[config.mk]
export PLATFORM = sky130hd
export DESIGN_NAME = rgbcs_lane
export DESIGN_NICKNAME = d
export VERILOG_FILES = /design/src/design/rgbcs_pkg.sv /design/src/design/rgbcs_lane.sv
export SDC_FILE = /design/constraint.sdc
export NUM_CORES = 1
export LEC_CHECK = 0
export BUFFER_PORTS_ARGS = -buffer_cell sky130_fd_sc_hd__buf_2
export CORE_MARGIN = 3
export CORE_UTILIZATION = 59
export DETAILED_ROUTE_END_ITERATION = 10
export GPL_ROUTABILITY_DRIVEN = 0
export PLACE_DENSITY_LB_ADDON = 0.25
export SLEW_MARGIN = 40
export SYNTH_ARGS = -nofsm -noshare
export SYNTH_HDL_FRONTEND = slang
export SYNTH_SLANG_ARGS = --single-unit
[constraint.sdc]
create_clock -name aclk -period 7.8 [get_ports aclk]
set_clock_uncertainty 0.2 [all_clocks]
set_input_delay 0 -clock aclk [delete_from_list [all_inputs] [get_ports aclk]]
set_output_delay 0 -clock aclk [all_outputs]
set_load 0.005 [all_outputs]
[src/design/rgbcs_pkg.sv]
// ----------------------------------------------------------------------------
// rgbcs_pkg
// Shared widths, codes and types for the RGB channel statistics block.
// ----------------------------------------------------------------------------
package rgbcs_pkg;

    localparam int NCHAN      = 3;
    localparam int VAL_W      = 16;
    localparam int MEAN_W     = 24;
    localparam int DEV_W      = 24;
    localparam int SQ_W       = 2 * DEV_W;
    localparam int SUM_W      = 40;
    localparam int SQSUM_W    = 64;
    localparam int PCOUNT_W   = 24;
    localparam int CFG_ADDR_W = 2;
    localparam int CFG_DATA_W = 24;
    localparam int IN_DATA_W  = 48;
    localparam int OUT_DATA_W = 168;

    localparam int COUNT_BITS_DEFAULT = 24;

    // Fractional bits of the 16.8 mean
    localparam int MEAN_FRAC = MEAN_W - VAL_W;

    typedef logic [1:0] chan_t;
    localparam chan_t CH_RED   = 2'd0;
    localparam chan_t CH_GREEN = 2'd1;
    localparam chan_t CH_BLUE  = 2'd2;

    typedef logic [CFG_ADDR_W-1:0] cfg_addr_t;
    localparam cfg_addr_t REG_MODE       = 2'd0;
    localparam cfg_addr_t REG_RED_MEAN   = 2'd1;
    localparam cfg_addr_t REG_GREEN_MEAN = 2'd2;
    localparam cfg_addr_t REG_BLUE_MEAN  = 2'd3;

    localparam logic MODE_TOTALS    = 1'b0;
    localparam logic MODE_DEVIATION = 1'b1;

    // Load strobes for the lane pipeline registers
    typedef struct packed {
        logic ld_in;
        logic ld_dev;
        logic ld_sq;
    } lane_ctl_t;

    // Per-channel accumulated statistics
    typedef struct packed {
        logic [SUM_W-1:0]   total;
        logic [VAL_W-1:0]   minimum;
        logic [VAL_W-1:0]   maximum;
        logic [SQSUM_W-1:0] sq_total;
    } chan_stats_t;

endpackage

[src/design/rgbcs_lane.sv]
// ----------------------------------------------------------------------------
// rgbcs_lane
// One colour lane: input register, |value - mean| stage, squaring stage.
// ----------------------------------------------------------------------------
module rgbcs_lane (
    input  logic                         aclk,
    input  rgbcs_pkg::lane_ctl_t         ctl,
    input  logic [rgbcs_pkg::VAL_W-1:0]  value_in,
    input  logic [rgbcs_pkg::MEAN_W-1:0] mean,
    output logic [rgbcs_pkg::VAL_W-1:0]  value_out,
    output logic [rgbcs_pkg::SQ_W-1:0]   sq_out
);

    logic [rgbcs_pkg::VAL_W-1:0]  val0_reg;
    logic [rgbcs_pkg::VAL_W-1:0]  val1_reg;
    logic [rgbcs_pkg::VAL_W-1:0]  val2_reg;
    logic [rgbcs_pkg::DEV_W-1:0]  dev1_reg;
    logic [rgbcs_pkg::DEV_W-1:0]  dev1_next;
    logic [rgbcs_pkg::SQ_W-1:0]   sq2_reg;
    logic [rgbcs_pkg::MEAN_W-1:0] scaled;

    // value in 16.8 form, then absolute difference
    always_comb begin
        scaled = {val0_reg, {rgbcs_pkg::MEAN_FRAC{1'b0}}};
        if (scaled >= mean) begin
            dev1_next = scaled - mean;
        end else begin
            dev1_next = mean - scaled;
        end
    end

    always_ff @(posedge aclk) begin
        if (ctl.ld_in) begin
            val0_reg <= value_in;
        end
        if (ctl.ld_dev) begin
            val1_reg <= val0_reg;
            dev1_reg <= dev1_next;
        end
        if (ctl.ld_sq) begin
            val2_reg <= val1_reg;
            sq2_reg  <= rgbcs_pkg::SQ_W'(dev1_reg) * rgbcs_pkg::SQ_W'(dev1_reg);
        end
    end

    assign value_out = val2_reg;
    assign sq_out    = sq2_reg;

endmodule

==> qor.yml <==
outcome: "finished, violations left"
violations: "hold timing"
postSynthAreaPerCell_um2: 9.843
cts_buffer_depth: 2
io_buffers: 106
grt_setup_unrepaired: "false"
drtIter0Drc: 934
cp.arrival_ns: 7.56
tns_ns: 0
path_common_cell: "fa_1"
path_cells: "buf_4, nand2_1, fa_1, inv_1, fa_1, inv_1, fa_1, inv_1, fa_1, fa_1, fa_1, fa_1, ha_1, a211o_1, a21oi_2, o21ai_1, o21bai_2, a31oi_2, or2_4, o41a_4, a311oi_1, a211oi_1"
cp_slowest_cell: "edfxtp_1"
grt_pass1_wl_um: 84930
grt_pass1_vias: 17187
maxCapViolations: 0
ys_ff_latch: 119
drc_errors: 0
grt_antenna_before_repair: 1
layout-drive-gt1-share: 0.1018
synth.yosys.warnings: 0
ys_types: 64
io_pins: 108
syn_area_um2: 21660
final_cell_mix: "inv_1, fa_1, ha_1"
worst_path_largest_cell_delay_ns: 0.60
detail-route-antenna-nets: 0
fmax_mhz: 131.8
stdcell_area_um2: 24150
final_common_cell: "inv_1"
drv_slew: 0
final_cells: 2847
place_area_um2: 23180
r2r_cells: 22
hold_class: "input pin to flop"
period_needed_ns: 7.588
async_flop_share: 0
whs_path_depth: 2
clkSlewWorstSetupHoldPaths_ns: 0.06
totalWireLength_um: 51840
wl_per_cell_um: 18.21
diodes: 0
die_w_um: 197.6
synth_edf_count: 119
die_area_um2: 39060
grt_util_all_layers: 0.2795
fillers: 2844
yosysSeqAreaShare: 0.1649
num_rows: 69
crit_type: "flop to flop"
grt_max_degree: 64
synth_nets: 2875
critPathLaunchType: "flop"
routed_via_density: 5.470
multi_input_area_um2: 15480
area_growth_pct: 11.46
coreArea_um2: 35910
finalSetupViolations: 0
layout.nets: 3049
clk_latency_ns: 0.43
cts-root-buf: "clkbuf_16"
die_y_um: 197.6
cp-end-kind: "flop"
critPathRequiredTime_ns: 7.78
worst-r2r-setup-slack_ns: 0.21
ys.flop_type: "edfxtp_1"
whs_ns: -0.001789
dr.pass1.iters: 5
max_slew.worst_pin.slew_ns: 0.6388
place_inst: 2774
seq_area_um2: 3573
hold_viol: 2
hpwl_um: 42400
cts.sinks: 119
vias: 15573
syn_inst: 2201
largest_reg_flops: 47
finalCritPeriodShare: 0.9728
start_util: 0.6032
htreeDepth: 4
grt.overflow.total: 0
cts_tree: "built"
slew_headroom: 0.5631
cp_max_fo: 17
cts_buffers: 17
cts_resized: 0
## timing repair
item | 4_1_cts | 5_1_grt
hold buffers | 33 | 0
endpoints found under the setup margin | 0 | 8
endpoints found under the hold margin | 83 | 0
buffers inserted | 0 | 10
## cell families after synthesis
group	share of synthesized area
AOI/OAI and AO/OA	0.07242
xor gates and xnor gates	0.02789
adders and majority gates	0.5104
buffers and inverters	0.1209
DFF	0.1649
muxes	0.003292
other	0.0001731
and+or+nand+nor	0.09997
## synthesized netlist by cell type, types with 5 or more instances
master,n,area [um2]
ha_1,207,2590
nand2_1,195,732.0
nor2b_1,10,62.56
a21oi_1,75,375.4
xor2_1,29,254.0
fa_1,423,8468
and2_1,106,663.1
xnor2_1,40,350.3
nand2b_1,8,50.05
a21o_1,44,330.3
nand4_1,15,93.84
a211oi_1,5,37.54
o21bai_1,12,90.09
nor3_1,15,75.07
nand3_1,14,70.07
a31oi_1,6,37.54
inv_1,620,2327
edfxtp_1,119,3573
o21ai_0,32,160.2
o21a_1,15,112.6
clkbuf_1,64,240.2
a311oi_1,5,43.79
nor2_1,63,236.5
mux2i_1,6,60.06
## metrics by stage
stage          setup WS [ns]    util
2_1_floorplan         0.4880       -
3_3_place_gp          0.3765  0.6452
3_5_place_dp          0.1915  0.6455
4_1_cts               0.1808  0.6695
5_1_grt              0.02003  0.6724
6_report              0.2124  0.6724
## cell type report
type | instances | area share
sequential | 119 | 0.1480
multi-input combinational | 1391 | 0.6410
tap | 461 | 0.02389
timing repair buffer | 226 | 0.06865
clock inverter | 12 | 0.004301
inverter | 620 | 0.09637
clock buffer | 18 | 0.01777
## routing by layer
metal | track usage | vias to the layer above | wire (um)
li1 | - | 7032 | -
met1 | 0.3399 | 7791 | 19500
met2 | 0.4988 | 591 | 26660
met3 | 0.05185 | 157 | 3518
met4 | 0.1041 | 2 | 2150
met5 | 0 | - | 13
## worst max-delay path, delay by kind of cell, from the launching register on
family / cells / cell delay, ns
AO/OA/AOI/OAI: 8 / 1.77
adder cells (fa/ha/maj): 8 / 3.81
buffers and inverters: 4 / 0.50
flip-flops: 1 / 0.60
AND/OR/NAND/NOR: 2 / 0.44
## final timing paths
check	from	endpoint
worst max-delay path	dev1_reg[0]$_DFFE_PP_	sq_out[41]$_DFFE_PP_
worst max register to register	dev1_reg[0]$_DFFE_PP_	sq_out[41]$_DFFE_PP_
worst min register to register	val1_reg[8]$_DFFE_PP_	value_out[8]$_DFFE_PP_
worst min-delay path	ctl[0]	value_out[11]$_DFFE_PP_
Power is not shown: default switching activity piles up to over one toggle a cycle in this logic, so the estimate is an artifact.
