File: src/design/rgbcs_pkg.sv
// ----------------------------------------------------------------------------
// rgbcs_pkg
// Shared widths, codes and types for the RGB channel statistics block.
// ----------------------------------------------------------------------------
package rgbcs_pkg;

    localparam int NCHAN      = 3;
    localparam int VAL_W      = 16;
    localparam int MEAN_W     = 24;
    localparam int DEV_W      = 24;
    localparam int SQ_W       = 2 * DEV_W;
    localparam int SUM_W      = 40;
    localparam int SQSUM_W    = 64;
    localparam int PCOUNT_W   = 24;
    localparam int CFG_ADDR_W = 2;
    localparam int CFG_DATA_W = 24;
    localparam int IN_DATA_W  = 48;
    localparam int OUT_DATA_W = 168;

    localparam int COUNT_BITS_DEFAULT = 24;

    // Fractional bits of the 16.8 mean
    localparam int MEAN_FRAC = MEAN_W - VAL_W;

    typedef logic [1:0] chan_t;
    localparam chan_t CH_RED   = 2'd0;
    localparam chan_t CH_GREEN = 2'd1;
    localparam chan_t CH_BLUE  = 2'd2;

    typedef logic [CFG_ADDR_W-1:0] cfg_addr_t;
    localparam cfg_addr_t REG_MODE       = 2'd0;
    localparam cfg_addr_t REG_RED_MEAN   = 2'd1;
    localparam cfg_addr_t REG_GREEN_MEAN = 2'd2;
    localparam cfg_addr_t REG_BLUE_MEAN  = 2'd3;

    localparam logic MODE_TOTALS    = 1'b0;
    localparam logic MODE_DEVIATION = 1'b1;

    // Load strobes for the lane pipeline registers
    typedef struct packed {
        logic ld_in;
        logic ld_dev;
        logic ld_sq;
    } lane_ctl_t;

    // Per-channel accumulated statistics
    typedef struct packed {
        logic [SUM_W-1:0]   total;
        logic [VAL_W-1:0]   minimum;
        logic [VAL_W-1:0]   maximum;
        logic [SQSUM_W-1:0] sq_total;
    } chan_stats_t;

endpackage

File: src/design/rgbcs_accum.sv
// ----------------------------------------------------------------------------
// rgbcs_accum
// Statistics state: totals, extremes, squared sums, point count, overflow.
// ----------------------------------------------------------------------------
module rgbcs_accum #(
    parameter int COUNT_BITS = rgbcs_pkg::COUNT_BITS_DEFAULT
) (
    input  logic                        aclk,
    input  logic                        aresetn,
    input  logic                        update,
    input  logic                        mode,
    input  logic [rgbcs_pkg::VAL_W-1:0] value [rgbcs_pkg::NCHAN],
    input  logic [rgbcs_pkg::SQ_W-1:0]  sq    [rgbcs_pkg::NCHAN],
    output rgbcs_pkg::chan_stats_t      stats [rgbcs_pkg::NCHAN],
    output logic [COUNT_BITS-1:0]       count,
    output logic                        overflow
);

    localparam int SUM_W   = rgbcs_pkg::SUM_W;
    localparam int SQSUM_W = rgbcs_pkg::SQSUM_W;

    rgbcs_pkg::chan_stats_t stats_reg  [rgbcs_pkg::NCHAN];
    rgbcs_pkg::chan_stats_t stats_next [rgbcs_pkg::NCHAN];
    logic                   first_reg;
    logic                   first_next;
    logic [COUNT_BITS-1:0]  count_reg;
    logic [COUNT_BITS-1:0]  count_next;
    logic                   ovf_reg;
    logic                   ovf_next;
    logic [SUM_W:0]         tot_sum   [rgbcs_pkg::NCHAN];
    logic [SQSUM_W:0]       sq_sum    [rgbcs_pkg::NCHAN];

    always_comb begin
        ovf_next   = ovf_reg;
        first_next = first_reg;
        count_next = count_reg;
        for (int c = 0; c < rgbcs_pkg::NCHAN; c++) begin
            stats_next[c] = stats_reg[c];
            tot_sum[c] = {1'b0, stats_reg[c].total}
                       + {{(SUM_W + 1 - rgbcs_pkg::VAL_W){1'b0}}, value[c]};
            sq_sum[c]  = {1'b0, stats_reg[c].sq_total}
                       + {{(SQSUM_W + 1 - rgbcs_pkg::SQ_W){1'b0}}, sq[c]};
        end
        if (update) begin
            first_next = 1'b0;
            for (int c = 0; c < rgbcs_pkg::NCHAN; c++) begin
                if (mode == rgbcs_pkg::MODE_TOTALS) begin
                    if (first_reg) begin
                        stats_next[c].total   = {{(SUM_W - rgbcs_pkg::VAL_W){1'b0}}, value[c]};
                        stats_next[c].minimum = value[c];
                        stats_next[c].maximum = value[c];
                    end else begin
                        if (tot_sum[c][SUM_W]) begin
                            stats_next[c].total = '1;
                            ovf_next = 1'b1;
                        end else begin
                            stats_next[c].total = tot_sum[c][SUM_W-1:0];
                        end
                        if (value[c] < stats_reg[c].minimum) begin
                            stats_next[c].minimum = value[c];
                        end else if (value[c] > stats_reg[c].maximum) begin
                            stats_next[c].maximum = value[c];
                        end
                    end
                end else begin
                    if (first_reg) begin
                        stats_next[c].sq_total = {{(SQSUM_W - rgbcs_pkg::SQ_W){1'b0}}, sq[c]};
                    end else if (sq_sum[c][SQSUM_W]) begin
                        stats_next[c].sq_total = '1;
                        ovf_next = 1'b1;
                    end else begin
                        stats_next[c].sq_total = sq_sum[c][SQSUM_W-1:0];
                    end
                end
            end
            // count holds at all ones; a point arriving there flags overflow
            if (&count_reg) begin
                ovf_next = 1'b1;
            end else begin
                count_next = count_reg + COUNT_BITS'(1);
            end
        end
    end

    always_ff @(posedge aclk) begin
        if (!aresetn) begin
            first_reg <= 1'b1;
            count_reg <= '0;
            ovf_reg   <= 1'b0;
            for (int c = 0; c < rgbcs_pkg::NCHAN; c++) begin
                stats_reg[c] <= '0;
            end
        end else begin
            first_reg <= first_next;
            count_reg <= count_next;
            ovf_reg   <= ovf_next;
            for (int c = 0; c < rgbcs_pkg::NCHAN; c++) begin
                stats_reg[c] <= stats_next[c];
            end
        end
    end

    always_comb begin
        for (int c = 0; c < rgbcs_pkg::NCHAN; c++) begin
            stats[c] = stats_reg[c];
        end
    end

    assign count    = count_reg;
    assign overflow = ovf_reg;

endmodule

File: config.mk
export PLATFORM = sky130hd
export DESIGN_NAME = rgbcs_accum
export DESIGN_NICKNAME = d
export VERILOG_FILES = /design/src/design/rgbcs_pkg.sv /design/src/design/rgbcs_accum.sv
export SDC_FILE = /design/constraint.sdc
export NUM_CORES = 2
export LEC_CHECK = 0
export BUFFER_PORTS_ARGS = -buffer_cell sky130_fd_sc_hd__buf_2
export CORE_AREA = 2 2 246 248
export DETAILED_ROUTE_END_ITERATION = 16
export DIE_AREA = 0 0 248 250
export MAX_ROUTING_LAYER = met4
export PLACE_DENSITY = 0.87
export SLEW_MARGIN = 30
export SYNTH_ARGS = -nofsm -noshare
export SYNTH_HDL_FRONTEND = slang
export SYNTH_SLANG_ARGS = --single-unit
File: constraint.sdc
create_clock -name aclk -period 3.6 [get_ports aclk]
set_input_delay 0.18 -clock aclk [delete_from_list [all_inputs] [get_ports aclk]]
set_output_delay 0.18 -clock aclk [all_outputs]
set_load 0.005 [all_outputs]
==> summary.txt <==
Floorplanning
  – Initial Util: a little over half
  – Core region area: 59570 µm²
  – Std cell rows: 90
  – Die Area: 62000 µm²
  – Ports: 629
  – Die width: 248 µm
  – Chip height: 250 µm

Job
  – Max capacitance violation total: 0

Setup path
  – CP Class: flop to flop
  – Critical Path Start Type: flop
  – Setup crit end: stats_reg[0][283]
  – R2r startpoint: stats_reg[0][305]
  – R2R cell count: 10
  – Crit path from: stats_reg[0][305]
  – CP max FO: 30
  – Crit path capture type: flop
  – Crit path required time: 4.13 ns
  – Reg2Reg Setup Slack: 0.08 ns
  – Reg2reg end: stats_reg[0][283]
  – Crit path DAT: 4.05 ns

CTS
  – # clock sinks: 434
  – CTS root buf: clkbuf_16
  – Htree depth: 2
  – TritonCTS clock tree: done
  – Clk buf depth: 3
  – Clock Latency Late Sink: 0.62 ns
  – CTS Buf Count: 51
  – Reg clk slew, reported paths: 0.07 ns

Route
  – DR iter-0 viols: 2974
  – Number of vias per cell: between 6 and 7
  – Post-route ant nets: 0
  – Drt wl/cell: 21.51 µm
  – DR DRC count: 0
  – Detailed-route via count: 35620
  – Router iterations before antenna repair: 8
  – WL final: 119600 µm

Global routing
  – Vias in the first global route: about 34000
  – Wire length of the first global-routing pass: approximately 180000 µm
  – Grt total ovfl: 0
  – Largest net degree at the start of global routing: between 100 and 150
  – Initial antenna violation count: 8
  – Total track usage: a little under two fifths

STA
  – Fin crit period: 3.521 ns
  – Endpoints failing setup: 0
  – Fmax: 284.0 MHz
  – Worst setup margin: a little under 0.08 ns
  – Slew HR: about 39%
  – Setup TNS: 0 ns
  – Slew at the pin closest to its max-slew limit: 0.9211 ns
  – Final critical-path share of the clock period: 97.80%
  – RSZ-0062 raised after global routing: true
  – Max-slew violations: 0
  – Hold Slack: 0.03885 ns
  – Skew final: 0.03383 ns
  – Final Hold Vio Count: 0

Yosys
  – Post-synth EDFFs: 0
  – Post-synth net total: 4510
  – Distinct cell type count after synthesis: 97
  – Ys async rst share: 0%
  – Seq cells post-synth: 434
  – Post-Syn Area: between 30000 and 40000 µm²
  – Ys flop type: dfxtp_1
  – Syn avg cell area: approximately 7.9 µm²
  – Yosys Warn Count: 0
  – Seq/Total Area, Yosys: 27.42%
  – Cell count after synthesis: 4022

Layout
  – Layout cells sized above 1: 18.87%
  – Layout Nets: 5220
  – Multi-input logic area: 21630 µm²
  – Max reg flops: 408
  – Post-layout instance area: 39190 µm²
  – Most common cell after layout, fill and taps aside: buf_2
  – Register Area: approximately 8700 µm²
  – # fillers: 4752
  – Commonest non-fill, non-tap cells in the layout: buf_2 (627), nand2_1 (498), dfxtp_1 (433)
  – Area Growth Syn to Fin: 23.71%

Power
  – P per Cell Area: 362.6 nW/µm²
  – P_leak: 17.83 nW
  – Max VDD drop: 380.7 µV
  – Power, Total: approximately 14 mW

Place
  – Gpl congestion: 1.005
  – Setup WS pre-CTS: -0.04281 ns
  – Detailed placement HPWL: 81460 µm
  – PortBufs: about 630
  – Post-DP Area: roughly 36000 µm²

Worst hold path
  – Min-Delay Path Class: input port to flop

Status
  – Status: completed
## metal layers
metal,wire [µm],GRT usage [%],vias up
li1,-,-,16310
met1,44360,42.72,16580
met2,53510,57.98,2091
met3,13240,10.67,632
met4,8485,24.02,0
met5,0,-,-
## cells by family (layout without fill, tap and decap cells)
| group | after synthesis | count (layout) | share of synthesized area [%] |
|---|---|---|---|
| AO/OA/AOI/OAI | 1333 | 1333 | 28.52 |
| adder cells (fa/ha/maj) | 292 | 292 | 11.67 |
| AND/OR/NAND/NOR | 1299 | 1299 | 19.38 |
| flip-flops | 434 | 434 | 27.42 |
| XOR/XNOR | 185 | 185 | 5.114 |
| multiplexers | 96 | 96 | 3.033 |
| other | 0 | 8 | 0 |
| buffers and inverters | 383 | 1131 | 4.854 |
## worst min path at each step
stage | depth (start not counted) | slack, ns | endpoint | from
6_report | 4 | 0.04 | stats_reg[0][162] | sq[74]
5_1_grt | 4 | 0.02 | stats_reg[0][162] | sq[74]
4_1_cts | 4 | 0.007 | stats_reg[0][27] | sq[123]
3_5_place_dp | 2 | 0.45 | stats_reg[0][304] | stats_reg[0][304]
3_3_place_gp | 2 | 0.44 | stats_reg[0][304] | stats_reg[0][304]
2_1_floorplan | 2 | 0.32 | stats_reg[0][216] | value[16]
## final cells by class
cell class                      count  area share [%]
Inverter                          158           1.539
Clock inverter                     14          0.4437
Tap cell                          782           2.496
Clock buffer                       77           3.863
Multi-Input combinational cell   3205           55.18
Antenna cell                        8         0.05108
Sequential cell                   434           22.17
Timing Repair Buffer              882           14.26
## cells in the mapped netlist, types with 10 or more instances
| cell type | count | area share [%] |
|---|---|---|
| buf_2 | 33 | 0.52 |
| mux2i_1 | 96 | 3.0 |
| a21o_1 | 163 | 3.9 |
| a311oi_1 | 26 | 0.72 |
| a211oi_1 | 42 | 1.0 |
| or3_1 | 55 | 1.1 |
| xnor2_1 | 121 | 3.3 |
| a21boi_0 | 12 | 0.28 |
| a41oi_1 | 11 | 0.30 |
| a31oi_1 | 49 | 0.97 |
| nand2_1 | 501 | 5.9 |
| o221ai_1 | 84 | 2.3 |
| nand3_1 | 124 | 2.0 |
| o211ai_1 | 56 | 1.3 |
| ha_1 | 286 | 11 |
| o221a_2 | 11 | 0.39 |
| nor3_1 | 83 | 1.3 |
| inv_1 | 157 | 1.9 |
| o31ai_1 | 29 | 0.69 |
| o21ai_1 | 21 | 0.33 |
| o311ai_0 | 16 | 0.44 |
| nor2_1 | 244 | 2.9 |
| nand4_1 | 62 | 1.2 |
| nor2b_1 | 29 | 0.57 |
| o21bai_1 | 29 | 0.69 |
| and2_1 | 25 | 0.49 |
| nand2b_1 | 36 | 0.71 |
| clkbuf_1 | 178 | 2.1 |
| a221oi_2 | 12 | 0.57 |
| and4_1 | 14 | 0.39 |
| a21oi_1 | 403 | 6.4 |
| a221oi_1 | 16 | 0.44 |
| o21a_1 | 32 | 0.76 |
| xor2_1 | 64 | 1.8 |
| and3_1 | 55 | 1.1 |
| nor4_1 | 19 | 0.38 |
| a31o_2 | 13 | 0.36 |
| a22o_1 | 10 | 0.28 |
| dfxtp_1 | 434 | 27 |
| o21ai_0 | 206 | 3.3 |
## repair_timing
item / CTS / global route
cloned: 0 / 0
hold endpoints to repair: 254 / 0
gates resized for setup: 3 / 19
endpoints found under the setup margin: 29 / 108
setup buffers: 0 / 4
pin swaps: 0 / 2
hold buffers: 181 / 0
## report_power, final
part           internal, mW  switching (mW)
Combinational          1.50            2.16
Clock                  3.11            2.24
Sequential             5.02           0.198
## per-stage QoR
| stage | utilization (%) | cells |
|---|---|---|
| finish | 65.80 | 5560 |
| global route | 65.80 | 5560 |
| CTS | 65.57 | 5548 |
| detailed placement | 59.68 | 5276 |
| global placement | 59.61 | 5276 |
| floorplan | - | 4022 |
## critical path, cell delays in order (launching register included)
cell and delay, ns:
dfxtp_1 0.34, ha_1 0.47, and4_1 0.28, nand3_1 0.13, or4_4 0.57, o41ai_4 0.56
o211ai_4 0.14, nand2_1 0.09, buf_4 0.37, o221ai_1 0.23, a21oi_1 0.23
Power figures use the tool's default switching activity.
